### src/rtl/core/mad_pkg.sv
// package: shared types, widths and constants of the multichannel debouncer
package mad_pkg;

	localparam int GROUP_COUNT_DEF        = 4;
	localparam int CHANNELS_PER_GROUP_DEF = 16;

	localparam int GROUP_W   = 2;
	localparam int CHANNEL_W = 4;
	localparam int COUNT_W   = 8;
	localparam int DELAY_W   = 8;
	localparam int CFG_IDX_W = 1;
	localparam int CFG_DATA_W = 8;

	localparam logic [DELAY_W-1:0] DELAY_ALIAS_ZERO = 8'hFF;

	localparam logic [CFG_IDX_W-1:0] REG_RISE_DELAY = 1'd0;
	localparam logic [CFG_IDX_W-1:0] REG_FALL_DELAY = 1'd1;

	typedef struct packed {
		logic               tripped;
		logic [COUNT_W-1:0] count;
	} chan_state_t;

	typedef struct packed {
		logic [DELAY_W-1:0] rise;
		logic [DELAY_W-1:0] fall;
	} delay_cfg_t;

endpackage

### src/rtl/core/mad_state_mem.sv
// per-channel state memory with registered read and reset-cleared valid bits
module mad_state_mem
	import mad_pkg::*;
#(
	parameter int DEPTH  = GROUP_COUNT_DEF * CHANNELS_PER_GROUP_DEF,
	parameter int ADDR_W = 6
) (
	input  logic              clk,
	input  logic              arst_n,
	input  logic              rd_en,
	input  logic [ADDR_W-1:0] rd_addr,
	output chan_state_t       rd_data,
	input  logic              wr_en,
	input  logic [ADDR_W-1:0] wr_addr,
	input  chan_state_t       wr_data
);

	chan_state_t mem [DEPTH];
	logic [DEPTH-1:0] valid_q;
	chan_state_t rd_data_q;

	// entries never written read as the reset state
	always_ff @(posedge clk or negedge arst_n) begin
		if (!arst_n) begin
			valid_q <= '0;
		end else if (wr_en) begin
			valid_q[wr_addr] <= 1'b1;
		end
	end

	always_ff @(posedge clk) begin
		if (wr_en) begin
			mem[wr_addr] <= wr_data;
		end
	end

	always_ff @(posedge clk) begin
		if (rd_en) begin
			rd_data_q <= valid_q[rd_addr] ? mem[rd_addr] : '0;
		end
	end

	assign rd_data = rd_data_q;

endmodule

### src/rtl/core/mad_update.sv
// next-state and qualified level of one channel for one sample
module mad_update
	import mad_pkg::*;
(
	input  chan_state_t cur,
	input  logic        sample,
	input  delay_cfg_t  delays,
	output chan_state_t nxt,
	output logic        level
);

	logic [DELAY_W-1:0] fall_eff;

	assign fall_eff = (delays.fall == DELAY_ALIAS_ZERO) ? '0 : delays.fall;

	always_comb begin
		nxt   = cur;
		level = 1'b1;
		if (!cur.tripped) begin
			if (sample) begin
				nxt.count = '0;
				level     = 1'b1;
			end else if (cur.count < delays.rise) begin
				nxt.count = cur.count + COUNT_W'(1);
				level     = 1'b1;
			end else begin
				nxt.tripped = 1'b1;
				level       = 1'b0;
			end
		end else begin
			if (!sample) begin
				nxt.count = '0;
				level     = 1'b0;
			end else if (cur.count < fall_eff) begin
				nxt.count = cur.count + COUNT_W'(1);
				level     = 1'b0;
			end else begin
				nxt.tripped = 1'b0;
				level       = 1'b1;
			end
		end
	end

endmodule

### src/rtl/core/multichannel_asymmetric_debouncer_unit.sv
// top level: registered memory read, then update, write-back and result register
// path: an accepted beat is held in the s1 registers, then in the result register; out_stall can hold it in s1
// throughput: one beat per cycle while out_stall does not hold s1; write-back forwards to a same-channel read
// the memory read port and the update step set the rate
// reset: delays clear to zero, every channel reads as idle with a zero count
module multichannel_asymmetric_debouncer_unit
	import mad_pkg::*;
#(
	parameter int GROUP_COUNT        = GROUP_COUNT_DEF,
	parameter int CHANNELS_PER_GROUP = CHANNELS_PER_GROUP_DEF
) (
	input  logic                  clk,
	input  logic                  arst_n,
	input  logic                  cfg_wr_en,
	input  logic [CFG_IDX_W-1:0]  cfg_index,
	input  logic [CFG_DATA_W-1:0] cfg_data,
	input  logic                  in_valid,
	output logic                  in_stall,
	input  logic [GROUP_W-1:0]    group_index,
	input  logic [CHANNEL_W-1:0]  channel_index,
	input  logic                  sample_level,
	output logic                  out_valid,
	input  logic                  out_stall,
	output logic                  qualified_level
);

	localparam int CHANNEL_TOTAL = GROUP_COUNT * CHANNELS_PER_GROUP;
	localparam int SLOT_W = (CHANNEL_TOTAL > 1) ? $clog2(CHANNEL_TOTAL) : 1;

	delay_cfg_t delays_q;

	logic              in_accept;
	logic              in_range;
	logic [SLOT_W-1:0] slot;

	logic              valid_s1;
	logic              in_range_s1;
	logic [SLOT_W-1:0] slot_s1;
	logic              sample_s1;
	logic              fwd_s1;
	chan_state_t       fwd_q;

	chan_state_t       rd_data;
	chan_state_t       cur;
	chan_state_t       nxt;
	logic              upd_level;

	logic              out_valid_q;
	logic              level_q;
	logic              out_room;
	logic              fire_s1;

	always_ff @(posedge clk or negedge arst_n) begin
		if (!arst_n) begin
			delays_q <= '0;
		end else if (cfg_wr_en) begin
			case (cfg_index)
				REG_RISE_DELAY: delays_q.rise <= cfg_data[DELAY_W-1:0];
				REG_FALL_DELAY: delays_q.fall <= cfg_data[DELAY_W-1:0];
				default: ;
			endcase
		end
	end

	assign in_range = (int'(group_index) < GROUP_COUNT) &&
			(int'(channel_index) < CHANNELS_PER_GROUP);
	assign slot = SLOT_W'(int'(group_index) * CHANNELS_PER_GROUP + int'(channel_index));

	assign out_room  = !out_valid_q || !out_stall;
	assign fire_s1   = valid_s1 && out_room;
	assign in_stall  = valid_s1 && !out_room;
	assign in_accept = in_valid && !in_stall;

	mad_state_mem #(
		.DEPTH (CHANNEL_TOTAL),
		.ADDR_W(SLOT_W)
	) u_mem (
		.clk    (clk),
		.arst_n (arst_n),
		.rd_en  (in_accept && in_range),
		.rd_addr(slot),
		.rd_data(rd_data),
		.wr_en  (fire_s1 && in_range_s1),
		.wr_addr(slot_s1),
		.wr_data(nxt)
	);

	always_ff @(posedge clk or negedge arst_n) begin
		if (!arst_n) begin
			valid_s1 <= 1'b0;
		end else if (in_accept) begin
			valid_s1 <= 1'b1;
		end else if (fire_s1) begin
			valid_s1 <= 1'b0;
		end
	end

	// same channel written back while read: take the new value
	always_ff @(posedge clk) begin
		if (in_accept) begin
			in_range_s1 <= in_range;
			slot_s1     <= slot;
			sample_s1   <= sample_level;
			fwd_s1      <= fire_s1 && in_range_s1 && (slot_s1 == slot);
		end
		if (fire_s1) begin
			fwd_q <= nxt;
		end
	end

	assign cur = fwd_s1 ? fwd_q : rd_data;

	mad_update u_update (
		.cur   (cur),
		.sample(sample_s1),
		.delays(delays_q),
		.nxt   (nxt),
		.level (upd_level)
	);

	always_ff @(posedge clk or negedge arst_n) begin
		if (!arst_n) begin
			out_valid_q <= 1'b0;
		end else if (fire_s1) begin
			out_valid_q <= 1'b1;
		end else if (!out_stall) begin
			out_valid_q <= 1'b0;
		end
	end

	always_ff @(posedge clk) begin
		if (fire_s1) begin
			level_q <= in_range_s1 ? upd_level : 1'b1;
		end
	end

	assign out_valid       = out_valid_q;
	assign qualified_level = level_q;

endmodule
### config.mk
export PLATFORM = sky130hd
export DESIGN_NAME = multichannel_asymmetric_debouncer_unit
export DESIGN_NICKNAME = d
export VERILOG_FILES = /design/src/rtl/core/mad_pkg.sv /design/src/rtl/core/mad_state_mem.sv /design/src/rtl/core/mad_update.sv /design/src/rtl/core/multichannel_asymmetric_debouncer_unit.sv
export SDC_FILE = /design/constraint.sdc
export NUM_CORES = 1
export LEC_CHECK = 0
export BUFFER_PORTS_ARGS = -buffer_cell sky130_fd_sc_hd__buf_2
export CELL_PAD_IN_SITES_DETAIL_PLACEMENT = 0
export CELL_PAD_IN_SITES_GLOBAL_PLACEMENT = 1
export CORE_UTILIZATION = 40
export CTS_BUF_LIST = sky130_fd_sc_hd__clkbuf_8
export CTS_CLUSTER_SIZE = 8
export DETAILED_ROUTE_END_ITERATION = 8
export HOLD_SLACK_MARGIN = 0.03
export PLACE_DENSITY = 0.59
export SLEW_MARGIN = 5
export SYNTH_ARGS = -nofsm -noshare
export SYNTH_HDL_FRONTEND = slang
export SYNTH_SLANG_ARGS = --single-unit
### constraint.sdc
create_clock -name clk -period 23 [get_ports clk]
set_clock_uncertainty 0.1 [all_clocks]
set_input_delay 4.6 -clock clk [delete_from_list [all_inputs] [get_ports clk]]
set_output_delay 4.6 -clock clk [all_outputs]
set_load 0.01 [all_outputs]
# == Word level (Yosys, flattened, before mapping) ==
# Memory sizes are Yosys's and may differ from the RTL's. A register that Yosys moved wholly into a read port is not among the register bits.
# Index checks and enable logic that the tools add are counted.
# word_totals
ff_bits,100
mem_bits_rw,576
out_inout_bits,3
word_cells,64
mem_count,1
# classes
n_addsub,2
order_cmp,5
n_eq_ne,3
muxes,26
bitwise,2
reduce_logical,14
# mem_list
name,words,width,read_ports,rd_ports_with_merged_regs,write_ports,line_no,text
u_mem.mem,64,9,1,1,1,mad_state_mem.sv:18,chan_state_t mem [DEPTH];
# op_table
cell,count
$or A64 B64 Y64,1
$mux W8,5
$mux W9,2
$mux W1,17
$lt A8 B8 Y1,2
$lt A6 B7 Y1 const B,2
$add A8 B1 Y8 const B,1
$eq A8 B8 Y1 const B,1
$add A6 B4 Y6,1
$bmux W1 S6,1
$demux W1 S6,1
$eq A6 B6 Y1,1
$ge A6 B1 Y1 const B,1
$logic_and A1 B1 Y1,5
$logic_not A1 Y1,5
$reduce_and A2 Y1,2
$ne A2 B1 Y1 const B,1
$reduce_bool A2 Y1,1
$logic_or A1 B1 Y1,1
$not A1 Y1,1

# == Depth between registers and ports, before layout ==
# Gate-level depths: netlist of the first run.
# depth
ltp_word,7
mapped_depth,11
ltp_nobuf,10

# == Modules after synthesis ==
# Synthesis of the first run repeated with hierarchy kept, for this count alone.
# unflattened
cells_unflattened,1421
area_unflattened_um2,27196.1
# by_module_without_submodules
mod,n_inst,cells_per_inst,area_each_um2
mad_state_mem,1,1237,25091.6
multichannel_asymmetric_debouncer_unit,1,80,1406.3
mad_update,1,104,698.2

# == Least setup slack after synthesis of the first run ==
# OpenSTA, ideal clock, no wires.
# synth_path
kind,in2out
start,input port out_stall
end,output port in_stall
arrival_time_ps,4786
path_slack_ps,13514
stages,2
path_buffers,0
cell_sequence,nand3_1 -> inv_1
# synth_via
elab_chain_cells,4
# synth_lines
element,line_no,text
from (decl),multichannel_asymmetric_debouncer_unit.sv:23,"input logic out_stall,"
$logic_not A1 Y1,--,
$logic_or A1 B1 Y1,multichannel_asymmetric_debouncer_unit.sv:69,assign out_room = !out_valid_q || !out_stall;
$logic_not A1 Y1,multichannel_asymmetric_debouncer_unit.sv:71,assign in_stall = valid_s1 && !out_room;
$logic_and A1 B1 Y1,multichannel_asymmetric_debouncer_unit.sv:71,
to (decl),multichannel_asymmetric_debouncer_unit.sv:18,"output logic in_stall,"
# Every way passes these cells.

# == Worst setup path after layout of the first run ==
# Ends and elaborated chain as after synthesis.

==> results.toml, run 1 <==
[worst_setup_path]
end_kind = "primary output"
crit_arrival_ns = 5.00
crit_path_max_incr_delay_ns = 0.13
start_kind = "primary input"
cp_slowest_cell = "buf_2"
cp_common_cell = "buf_2"
required_ns = 18.30
crit_type = "primary input to primary output"
crit_fanout = 3
worstPathCellList = "buf_2 -> nand3_1 -> inv_1 -> buf_2"

[detailed_routing]
wirelength_um = 64500
routed-via-count = 13400
wire_per_inst_um = 26.7
first_iter_violations = 984
firstDrtPassIters = 5
drc = 0
vias_per_cell = 5.52
ant_nets = 0

[logic_synthesis]
async_flop_share = 0.120
ys_seq_area_frac = 0.748
synth_ff_type = "edfxtp_1"
syn-mean-instance-area_um2 = 19.6
synth_nets = 1410
ys_ff_latch = 685
synth_edf_count = 603
ys_types = 53
postSynthCellCount = 1374
syn_area_mm2 = 0.0270
yosys_warnings = 0

[floorplan]
pin_count = 24
die-area_mm2 = 0.0684
die_w_um = 262
core_area_mm2 = 0.0662
rows = 94
start_util = 0.407
dieHeight_um = 262

[grt]
grt_max_degree = 91
first_global_vias = 14300
overflow = 0
grtUsageTotal = 0.195
antenna_found_initial = 3
grt_pass1_wl_um = 95800

[placement]
detailed_place_hpwl_um = 37300
gp_congestion = 0.783
dp_cells = 2210
portBuffers = 23

[power_and_ir_drop]
power_frac_seq = 0.552
p_sw_mw = 0.648
combPwrFrac = 0.093
ir_worst_vdd_mv = 0.0558
powerDensity_mw_per_mm2 = 87.7
p_total_mw = 2.64
p_int_mw = 1.99
leakage_nw = 10.2
swShare = 0.245
clockPowerShare = 0.356

[cts]
numCtsBuffers = 112
h-tree-depth = 3
clkLatencyLatePin_ns = 0.70
postCtsSetupBuffers = 0
cts_tree = "done"
postCtsResizedCells = 0
clkSinkCount = 685
clockBufferDepth = 3
root_buffer = "clkbuf_8"
clk_pin_slew_ns = 0.06
hold_buffers = 0

[sta]
timing.hold.ws_ns = 0.361
rsz0062_at_grt = "false"
period_minus_slack_ns = 9.70
tns_ns = 0
setup_viol_count_final = 0
max_slew_margin = 0.214
tightest_slew_ns = 1.17
max_freq_mhz = 103
fin_crit_sh = 0.422
final_hold_viol_count = 0
slew_violations = 0

[layout]
n_fill_cell = 5705
regArea_mm2 = 0.0202
multi_input_area_mm2 = 0.00654
final_cells = 2417
final_util = 0.455
drive_above_1_share = 0.275
areaGrowthSynthToFinish_pct = 11.7
nNetsFinal = 1496

[run_status]
status = "completed"

[min_path]
hold_class = "flop to flop"

[job]
maxCapViolations = 0
==> routing by layer <==
layer,vias up,track usage,part of all wire
met3,80,0.0377,0.049
met1,7130,0.277,0.45
met2,348,0.310,0.48
met4,4,0.0473,0.017
li1,5790,-,-
met5,-,0,0.00042
==> cells in the final DEF (no fill, tap or decap), types with 2 or more instances in the layout <==
cell and n:
mux4_2 162, a22oi_1 75, edfxtp_1 603, xnor2_1 4
or2_2 67, o211ai_1 7, mux2_2 14, clkinv_2 6
o22a_1 2, and2_1 3, nor2_1 83, buf_2 20
mux2i_1 4, and3_1 2, inv_1 74, nand3b_1 5
buf_4 17, o21ai_0 9, ha_1 15, a21o_1 5
nand2_1 30, nor2b_1 7, clkinv_1 24, nand4_1 5
dfrtp_1 82, o311ai_4 3, nor4_1 10, clkinvlp_4 2
a21oi_1 46, clkbuf_8 118, xor2_1 2, a32oi_1 3
nand3_1 8, nand2b_1 5, nor2b_2 2
==> power groups by stage <==
stage / clock (mW) / sequential, mW / combinational, mW
after floorplan: 0 / 1.48 / 0.152
after global routing: 1.02 / 1.46 / 0.266
after global placement: 0 / 1.48 / 0.242
after detailed placement: 0 / 1.48 / 0.249
final: 0.940 / 1.46 / 0.245
after CTS: 0.966 / 1.46 / 0.250
==> area by class of cell <==
cell class | instances | area share
clock buffers | 118 | 0.0539
inverters | 20 | 0.00249
multi-input cells | 601 | 0.217
well taps | 864 | 0.0359
flip-flops and latches | 685 | 0.669
clock inverters | 88 | 0.0118
diodes | 1 | 0.0000831
repair buffers | 40 | 0.00910
==> registers in the layout (all words and copies together) (netlist names) <==
signal	flops
valid_s1	1
u_mem.mem	576
sample_s1	1
delays_q	16
fwd_s1	1
u_mem.rd_data	9
qualified_level	1
out_valid	1
u_mem.valid_q	64
fwd_q	9
slot_s1	6
==> critical path, delay by kind of cell <==
kind	cells	cell delay, ns
simple gates	1	0.11
buf+inv	3	0.28
==> worst paths after layout <==
| path | start | to | slack (ns) | cells past startpoint |
|---|---|---|---|---|
| setup reg to reg | fwd_s1$_DFFE_PP_ | u_mem.mem[4][0]$_DFFE_PP_ | 18.12 | 11 |
| min in group asynchronous | arst_n | valid_s1$_DFFE_PN0P_ | 3.69 | 1 |
| setup / recovery | out_stall | in_stall | 13.30 | 4 |
| hold / removal | u_mem.valid_q[59]$_DFFE_PN0P_ | u_mem.valid_q[59]$_DFFE_PN0P_ | 0.36 | 1 |
| max in group asynchronous | arst_n | u_mem.valid_q[21]$_DFFE_PN0P_ | 17.83 | 2 |
| hold reg to reg | u_mem.valid_q[59]$_DFFE_PN0P_ | u_mem.valid_q[59]$_DFFE_PN0P_ | 0.36 | 1 |
==> cell usage after synthesis (10+ instances only) <==
| cell | n | area, µm² |
|---|---|---|
| edfxtp_1 | 603 | 18100 |
| mux4_2 | 162 | 3650 |
| nor2_1 | 84 | 315 |
| dfrtp_1 | 82 | 2050 |
| a22oi_1 | 75 | 563 |
| or2_2 | 67 | 419 |
| a21oi_1 | 47 | 235 |
| clkbuf_1 | 37 | 139 |
| nand2_1 | 30 | 113 |
| buf_2 | 20 | 100 |
| inv_1 | 20 | 75.1 |
| ha_1 | 15 | 188 |
| mux2_2 | 14 | 158 |
| nor4_1 | 10 | 62.6 |
==> stage by stage <==
stage	area, µm²	setup slack, ns
5_1_grt	30100	13.27
6_report	30100	13.30
2_1_floorplan	27000	13.51
4_1_cts	30100	13.30
3_3_place_gp	28100	13.31
3_5_place_dp	28100	13.30
==> kinds of logic after synthesis <==
family / after synthesis / share of synthesized area
adder cells (fa/ha/maj): 15 / 0.00696
multiplexers: 181 / 0.143
AND/OR/NAND/NOR: 231 / 0.0432
XOR/XNOR: 6 / 0.00195
flip-flops: 685 / 0.748
AO/OA/AOI/OAI: 168 / 0.0431
buffers and inverters: 88 / 0.0139
Power figures use the tool's default switching activity.
==> run 2, diff against run 1 <==
ABC_AREA = 1   (was not set)
PLACE_DENSITY = 0.66   (was 0.59)
clock period = 7.9 ns   (was 23 ns; I/O delays follow)
==> results.toml, run 2 <==
[run_status]
status = "completed"

[detailed_routing]
wire_per_inst_um = 21.5
first_iter_violations = 1854
routed-via-count = 19400
vias_per_cell = 5.27
firstDrtPassIters = 5
wirelength_um = 79300
drc = 0
ant_nets = 0

[grt]
antenna_found_initial = 3
grt_max_degree = 182
overflow = 0
grtUsageTotal = 0.216
first_global_vias = 19100
grt_pass1_wl_um = 120000

[min_path]
hold-path-cell-count = 1
holdCritStartpoint = "u_mem.valid_q[27]$_DFFE_PN0P_"
hold_class = "flop to flop"

[placement]
pre_cts_slack_ns = 2.86
detailed_place_hpwl_um = 43800
portBuffers = 23
placed_cell_area_mm2 = 0.0297
gp_congestion = 0.829
dp_cells = 3466

[floorplan]
pin_count = 24
start_util = 0.406
die-area_mm2 = 0.0738
rows = 98
die_w_um = 272
dieHeight_um = 272
core_area_mm2 = 0.0717

[worst_setup_path]
reg2reg_depth = 13
start_kind = "primary input"
crit_type = "primary input to flop"
startpoint = "channel_index[0]"
end_kind = "flop"
crit_arrival_ns = 4.79
crit_fanout = 177
r2r-start = "fwd_s1$_DFFE_PP_"
required_ns = 8.41

[sta]
rsz0062_at_grt = "false"
fin_crit_sh = 0.542
tns_ns = 0
max_freq_mhz = 233
slew_violations = 0
setup_viol_count_final = 0
max_slew_margin = 0.125
fin_ws_ns = 3.62
period_minus_slack_ns = 4.28
timing.hold.ws_ns = 0.366
final_hold_viol_count = 0
tightest_slew_ns = 1.31

[cts]
root_buffer = "clkbuf_8"
numCtsBuffers = 115
clkSinkCount = 685
h-tree-depth = 3
clkLatencyLatePin_ns = 0.73
hold_buffers = 0
clockBufferDepth = 3
clk_pin_slew_ns = 0.06
cts_tree = "done"
postCtsSetupBuffers = 0
postCtsResizedCells = 0

[logic_synthesis]
async_flop_share = 0.120
ys_seq_area_frac = 0.693
synthTopCellsByArea = "edfxtp_1 62%, nand2_1 12%, nand3_1 10%, dfrtp_1 7.1%, buf_6 1.7%"
synthMuxAreaShare = 0
synthXorXnorAreaFrac = 0.00271
synth_top_family_by_area = "simple AND/OR/NAND/NOR gates"
yosys_warnings = 0
syn-mean-instance-area_um2 = 11.2
synth_edf_count = 603
synth_compound_area_frac = 0.00598
netlist_top_cells_count = "919 x nand2_1, 603 x edfxtp_1, 585 x nand3_1, 82 x dfrtp_1, 77 x nor2_1"
synth_ff_type = "edfxtp_1"
synth_top_cell_by_area = "edfxtp_1"
synth.most_common_cell = "nand2_1"
yosys.area_share.simple = 0.249
postSynthCellCount = 2608
ys_types = 34
syn_area_mm2 = 0.0291
yosysTopAreaCellShare = 0.622
synth_nets = 2644
ys_ff_latch = 685
synthAdderAreaFrac = 0.00645

[power_and_ir_drop]
powerDensity_mw_per_mm2 = 260
ir_worst_vdd_mv = 0.169
leakage_nw = 12.5
p_total_mw = 8.28

[layout]
final_cells = 3685
areaGrowthSynthToFinish_pct = 9.39
drive_above_1_share = 0.106
stdcell_area_mm2 = 0.0318
final_util = 0.444
mostFrequentLayoutCells = "911 x nand2_1, 603 x edfxtp_1, 585 x nand3_1, 124 x clkbuf_8, 115 x inv_1"
final_common_cell = "nand2_1"
reg_top3 = "u_mem.mem x576, u_mem.valid_q x64, delays_q x16"
largest_register_ffs = 576
nNetsFinal = 2669
largest-register = "u_mem.mem"

[job]
maxCapViolations = 0
==> run 2: changes by cell type after synthesis, moves of 19 or more <==
cell	before	now
nand2_1	30	919
nand3_1	8	585
mux4_2	162	0
a22oi_1	75	0
a21oi_1	47	4
buf_6	2	44
inv_1	20	59
buf_2	20	49
clkbuf_1	37	18
==> run 2: cell type report <==
| class | count | area [µm²] |
|---|---|---|
| antenna | 1 | 2.50 |
| clock buffer | 124 | 1710 |
| clock inverter | 94 | 468 |
| fill | 6776 | 39900 |
| inverter | 64 | 250 |
| multi-input combinational | 1719 | 7710 |
| sequential | 685 | 20200 |
| tap | 950 | 1190 |
| timing repair buffer | 48 | 347 |
==> run 2: report_power, final <==
part / leakage [nW] / internal [mW] / switching [mW]
clock network: 1.32 / 1.51 / 1.45
logic: 4.58 / 0.235 / 0.735
registers: 6.58 / 4.28 / 0.0640
total: 12.5 / 6.03 / 2.25
==> run 2: path summary, 6_finish.rpt <==
kind	to	slack, ns
worst min register to register	u_mem.valid_q[27]$_DFFE_PN0P_	0.37
worst min-delay path	u_mem.valid_q[27]$_DFFE_PN0P_	0.37
min in group asynchronous	u_mem.valid_q[56]$_DFFE_PN0P_	0.81
worst max-delay path	u_mem.rd_data[3]$_SDFFCE_PN0P_	3.62
max in group asynchronous	u_mem.valid_q[1]$_DFFE_PN0P_	5.70
worst max register to register	u_mem.mem[45][0]$_DFFE_PP_	3.78
==> run 2: logic make-up (layout without fill, tap and decap cells) <==
family                     after synthesis  after routing
AOI/OAI and AO/OA                       28             28
xor gates and xnor gates                 9              9
adders and majority gates               15             15
buffers and inverters                  204            330
DFF                                    685            685
other                                    0              1
and+or+nand+nor                       1667           1667
==> run 2: worst max-delay path, cell delays in order <==
cell and delay, ns:
buf_8 0.21, inv_8 0.70, buf_4 0.92, nand2_1 0.11, nand3_1 0.11, nand3_1 0.13, nand2_1 0.15, nand2_1 0.06
nand3_1 0.18, nand3_1 0.18, nand2_1 0.10, nand2_1 0.06, inv_1 0.05
==> run 2: metal layers <==
| layer | track usage | wire length, µm | share of wire |
|---|---|---|---|
| met5 | 0 | 13 | 0.00016 |
| met1 | 0.304 | 35700 | 0.45 |
| met2 | 0.342 | 36800 | 0.46 |
| met3 | 0.0318 | 4700 | 0.059 |
| met4 | 0.0719 | 1990 | 0.025 |
==> run 3, diff against run 2 <==
clock period = 3.5 ns   (was 7.9 ns; I/O delays follow)
==> results.toml, run 3 (synthesized netlist as in run 2, its figures left out) <==
[worst_setup_path]
required_ns = 3.94
worstPathCellList = "inv_2 -> or2_2 -> o21ai_2 -> inv_1 -> ha_1 -> nand2_1 -> nor2_1 -> a211oi_2 -> nand2_4 -> nand2_1 -> nand2_2 -> inv_2 -> buf_12"
crit_fanout = 40
crit_arrival_ns = 3.58
end_kind = "flop"
start_kind = "flop"
cp_slowest_cell = "edfxtp_1"
crit_path_max_incr_delay_ns = 0.49
crit_type = "flop to flop"

[grt]
grt_max_degree = 92
overflow = 0
first_global_vias = 18900
antenna_found_initial = 1
grtUsageTotal = 0.221
grt_pass1_wl_um = 122000

[layout]
nNetsFinal = 2761
reg_top3 = "u_mem.mem x576, u_mem.valid_q x64, delays_q x16"
final_common_cell = "nand2_1"
drive_above_1_share = 0.138
final_util = 0.459
mostFrequentLayoutCells = "911 x nand2_1, 603 x edfxtp_1, 585 x nand3_1, 129 x clkbuf_8, 102 x inv_1"
stdcell_area_mm2 = 0.0330
largest_register_ffs = 576
areaGrowthSynthToFinish_pct = 13.2
final_cells = 3774
largest-register = "u_mem.mem"

[sta]
period_minus_slack_ns = 3.14
tns_ns = 0
final_hold_viol_count = 0
fin_ws_ns = 0.361
tightest_slew_ns = 0.823
fin_crit_sh = 0.897
max_slew_margin = 0.450
timing.hold.ws_ns = 0.0929
setup_viol_count_final = 0
rsz0062_at_grt = "false"
max_freq_mhz = 319
slew_violations = 0

[detailed_routing]
drc = 0
ant_nets = 0
firstDrtPassIters = 6
routed-via-count = 19700
wl_met3_um = 5650
top_layer_used = "met5"
first_iter_violations = 1770
wl_met2_um = 36800
wire_per_inst_um = 21.4
drt-met1-wl_um = 35700
wirelength_um = 80800
vias_per_cell = 5.23

[run_status]
status = "completed"

[power_and_ir_drop]
ir_worst_vdd_mv = 0.343
clockPowerShare = 0.365
p_total_mw = 18.9
p_sw_mw = 4.95
leakage_nw = 13.1
p_int_mw = 14.0
powerDensity_mw_per_mm2 = 575
power_frac_seq = 0.516
swShare = 0.261
combPwrFrac = 0.119

[floorplan]
start_util = 0.406
dieHeight_um = 272
core_area_mm2 = 0.0717
die-area_mm2 = 0.0738
pin_count = 24
rows = 98
die_w_um = 272

[cts]
cts_tree = "done"
numCtsBuffers = 114
root_buffer = "clkbuf_8"
clockBufferDepth = 3
h-tree-depth = 3
postCtsSetupBuffers = 0
clk_pin_slew_ns = 0.06
clkLatencyLatePin_ns = 0.74
postCtsResizedCells = 0
clkSinkCount = 685

[placement]
gp_congestion = 0.851
pre_cts_slack_ns = 0.361
dp_cells = 3557
placed_cell_area_mm2 = 0.0307
portBuffers = 23
detailed_place_hpwl_um = 45800

[min_path]
hold_class = "primary input to flop"

[job]
maxCapViolations = 0
run 3: cell count changes in the layout (fill, tap and decap cells not counted), sizes merged:
cell	previous run	this run
bufinv	2	4
buf	48	139
clkinvlp	2	3
dlygate4sd3	0	2
inv	123	111
clkbuf	124	129
run 3: worst max-delay path: cells and delay by family, from the launching register on:
family,cells,cell delay (ns)
flops,1,0.49
fa+ha+maj,1,0.33
compound gates,2,0.37
buf+inv,4,0.87
simple gates,6,0.78
run 3: path summary, 6_finish.rpt:
kind                       depth (start not counted)  slack, ns                          from                            end
min in group asynchronous                          2       0.48                        arst_n  u_mem.valid_q[58]$_DFFE_PN0P_
hold / removal                                     3       0.09                      in_valid           valid_s1$_DFFE_PN0P_
max in group asynchronous                          3       1.96                        arst_n  u_mem.valid_q[12]$_DFFE_PN0P_
setup / recovery                                  13       0.36              fwd_s1$_DFFE_PP_     u_mem.mem[51][8]$_DFFE_PP_
hold reg to reg                                    1       0.36  u_mem.valid_q[6]$_DFFE_PN0P_   u_mem.valid_q[6]$_DFFE_PN0P_
setup reg to reg                                  13       0.36              fwd_s1$_DFFE_PP_     u_mem.mem[51][8]$_DFFE_PP_
run 3: repair_timing:
| item | CTS | global route |
|---|---|---|
| hold buffers | 2 | 0 |
| hold endpoints to repair | 45 | 0 |
| setup endpoints to repair | 0 | 0 |
run 3: power groups by stage:
| stage | clock, mW | sequential, mW | combinational, mW |
|---|---|---|---|
| finish | 6.91 | 9.77 | 2.25 |
| global route | 7.43 | 9.80 | 2.49 |
| CTS | 7.09 | 9.77 | 2.28 |
| detailed placement | 0 | 9.93 | 2.27 |
| global placement | 0 | 9.93 | 2.22 |
| floorplan | 0 | 9.93 | 1.37 |
run 3: metal layers:
layer,GRT usage,vias to the layer above
li1,-,9232
met1,0.306,9694
met2,0.345,661
met3,0.0448,154
met4,0.0798,2
met5,0,-
run 3: layout make-up:
cell class | count | area (µm²)
clock inverter | 85 | 480
fill | 6613 | 38800
clock buffer | 129 | 1780
antenna | 1 | 2.50
inverter | 64 | 250
multi-input combinational | 1719 | 7710
timing repair buffer | 141 | 1390
tap | 950 | 1190
sequential | 685 | 20200
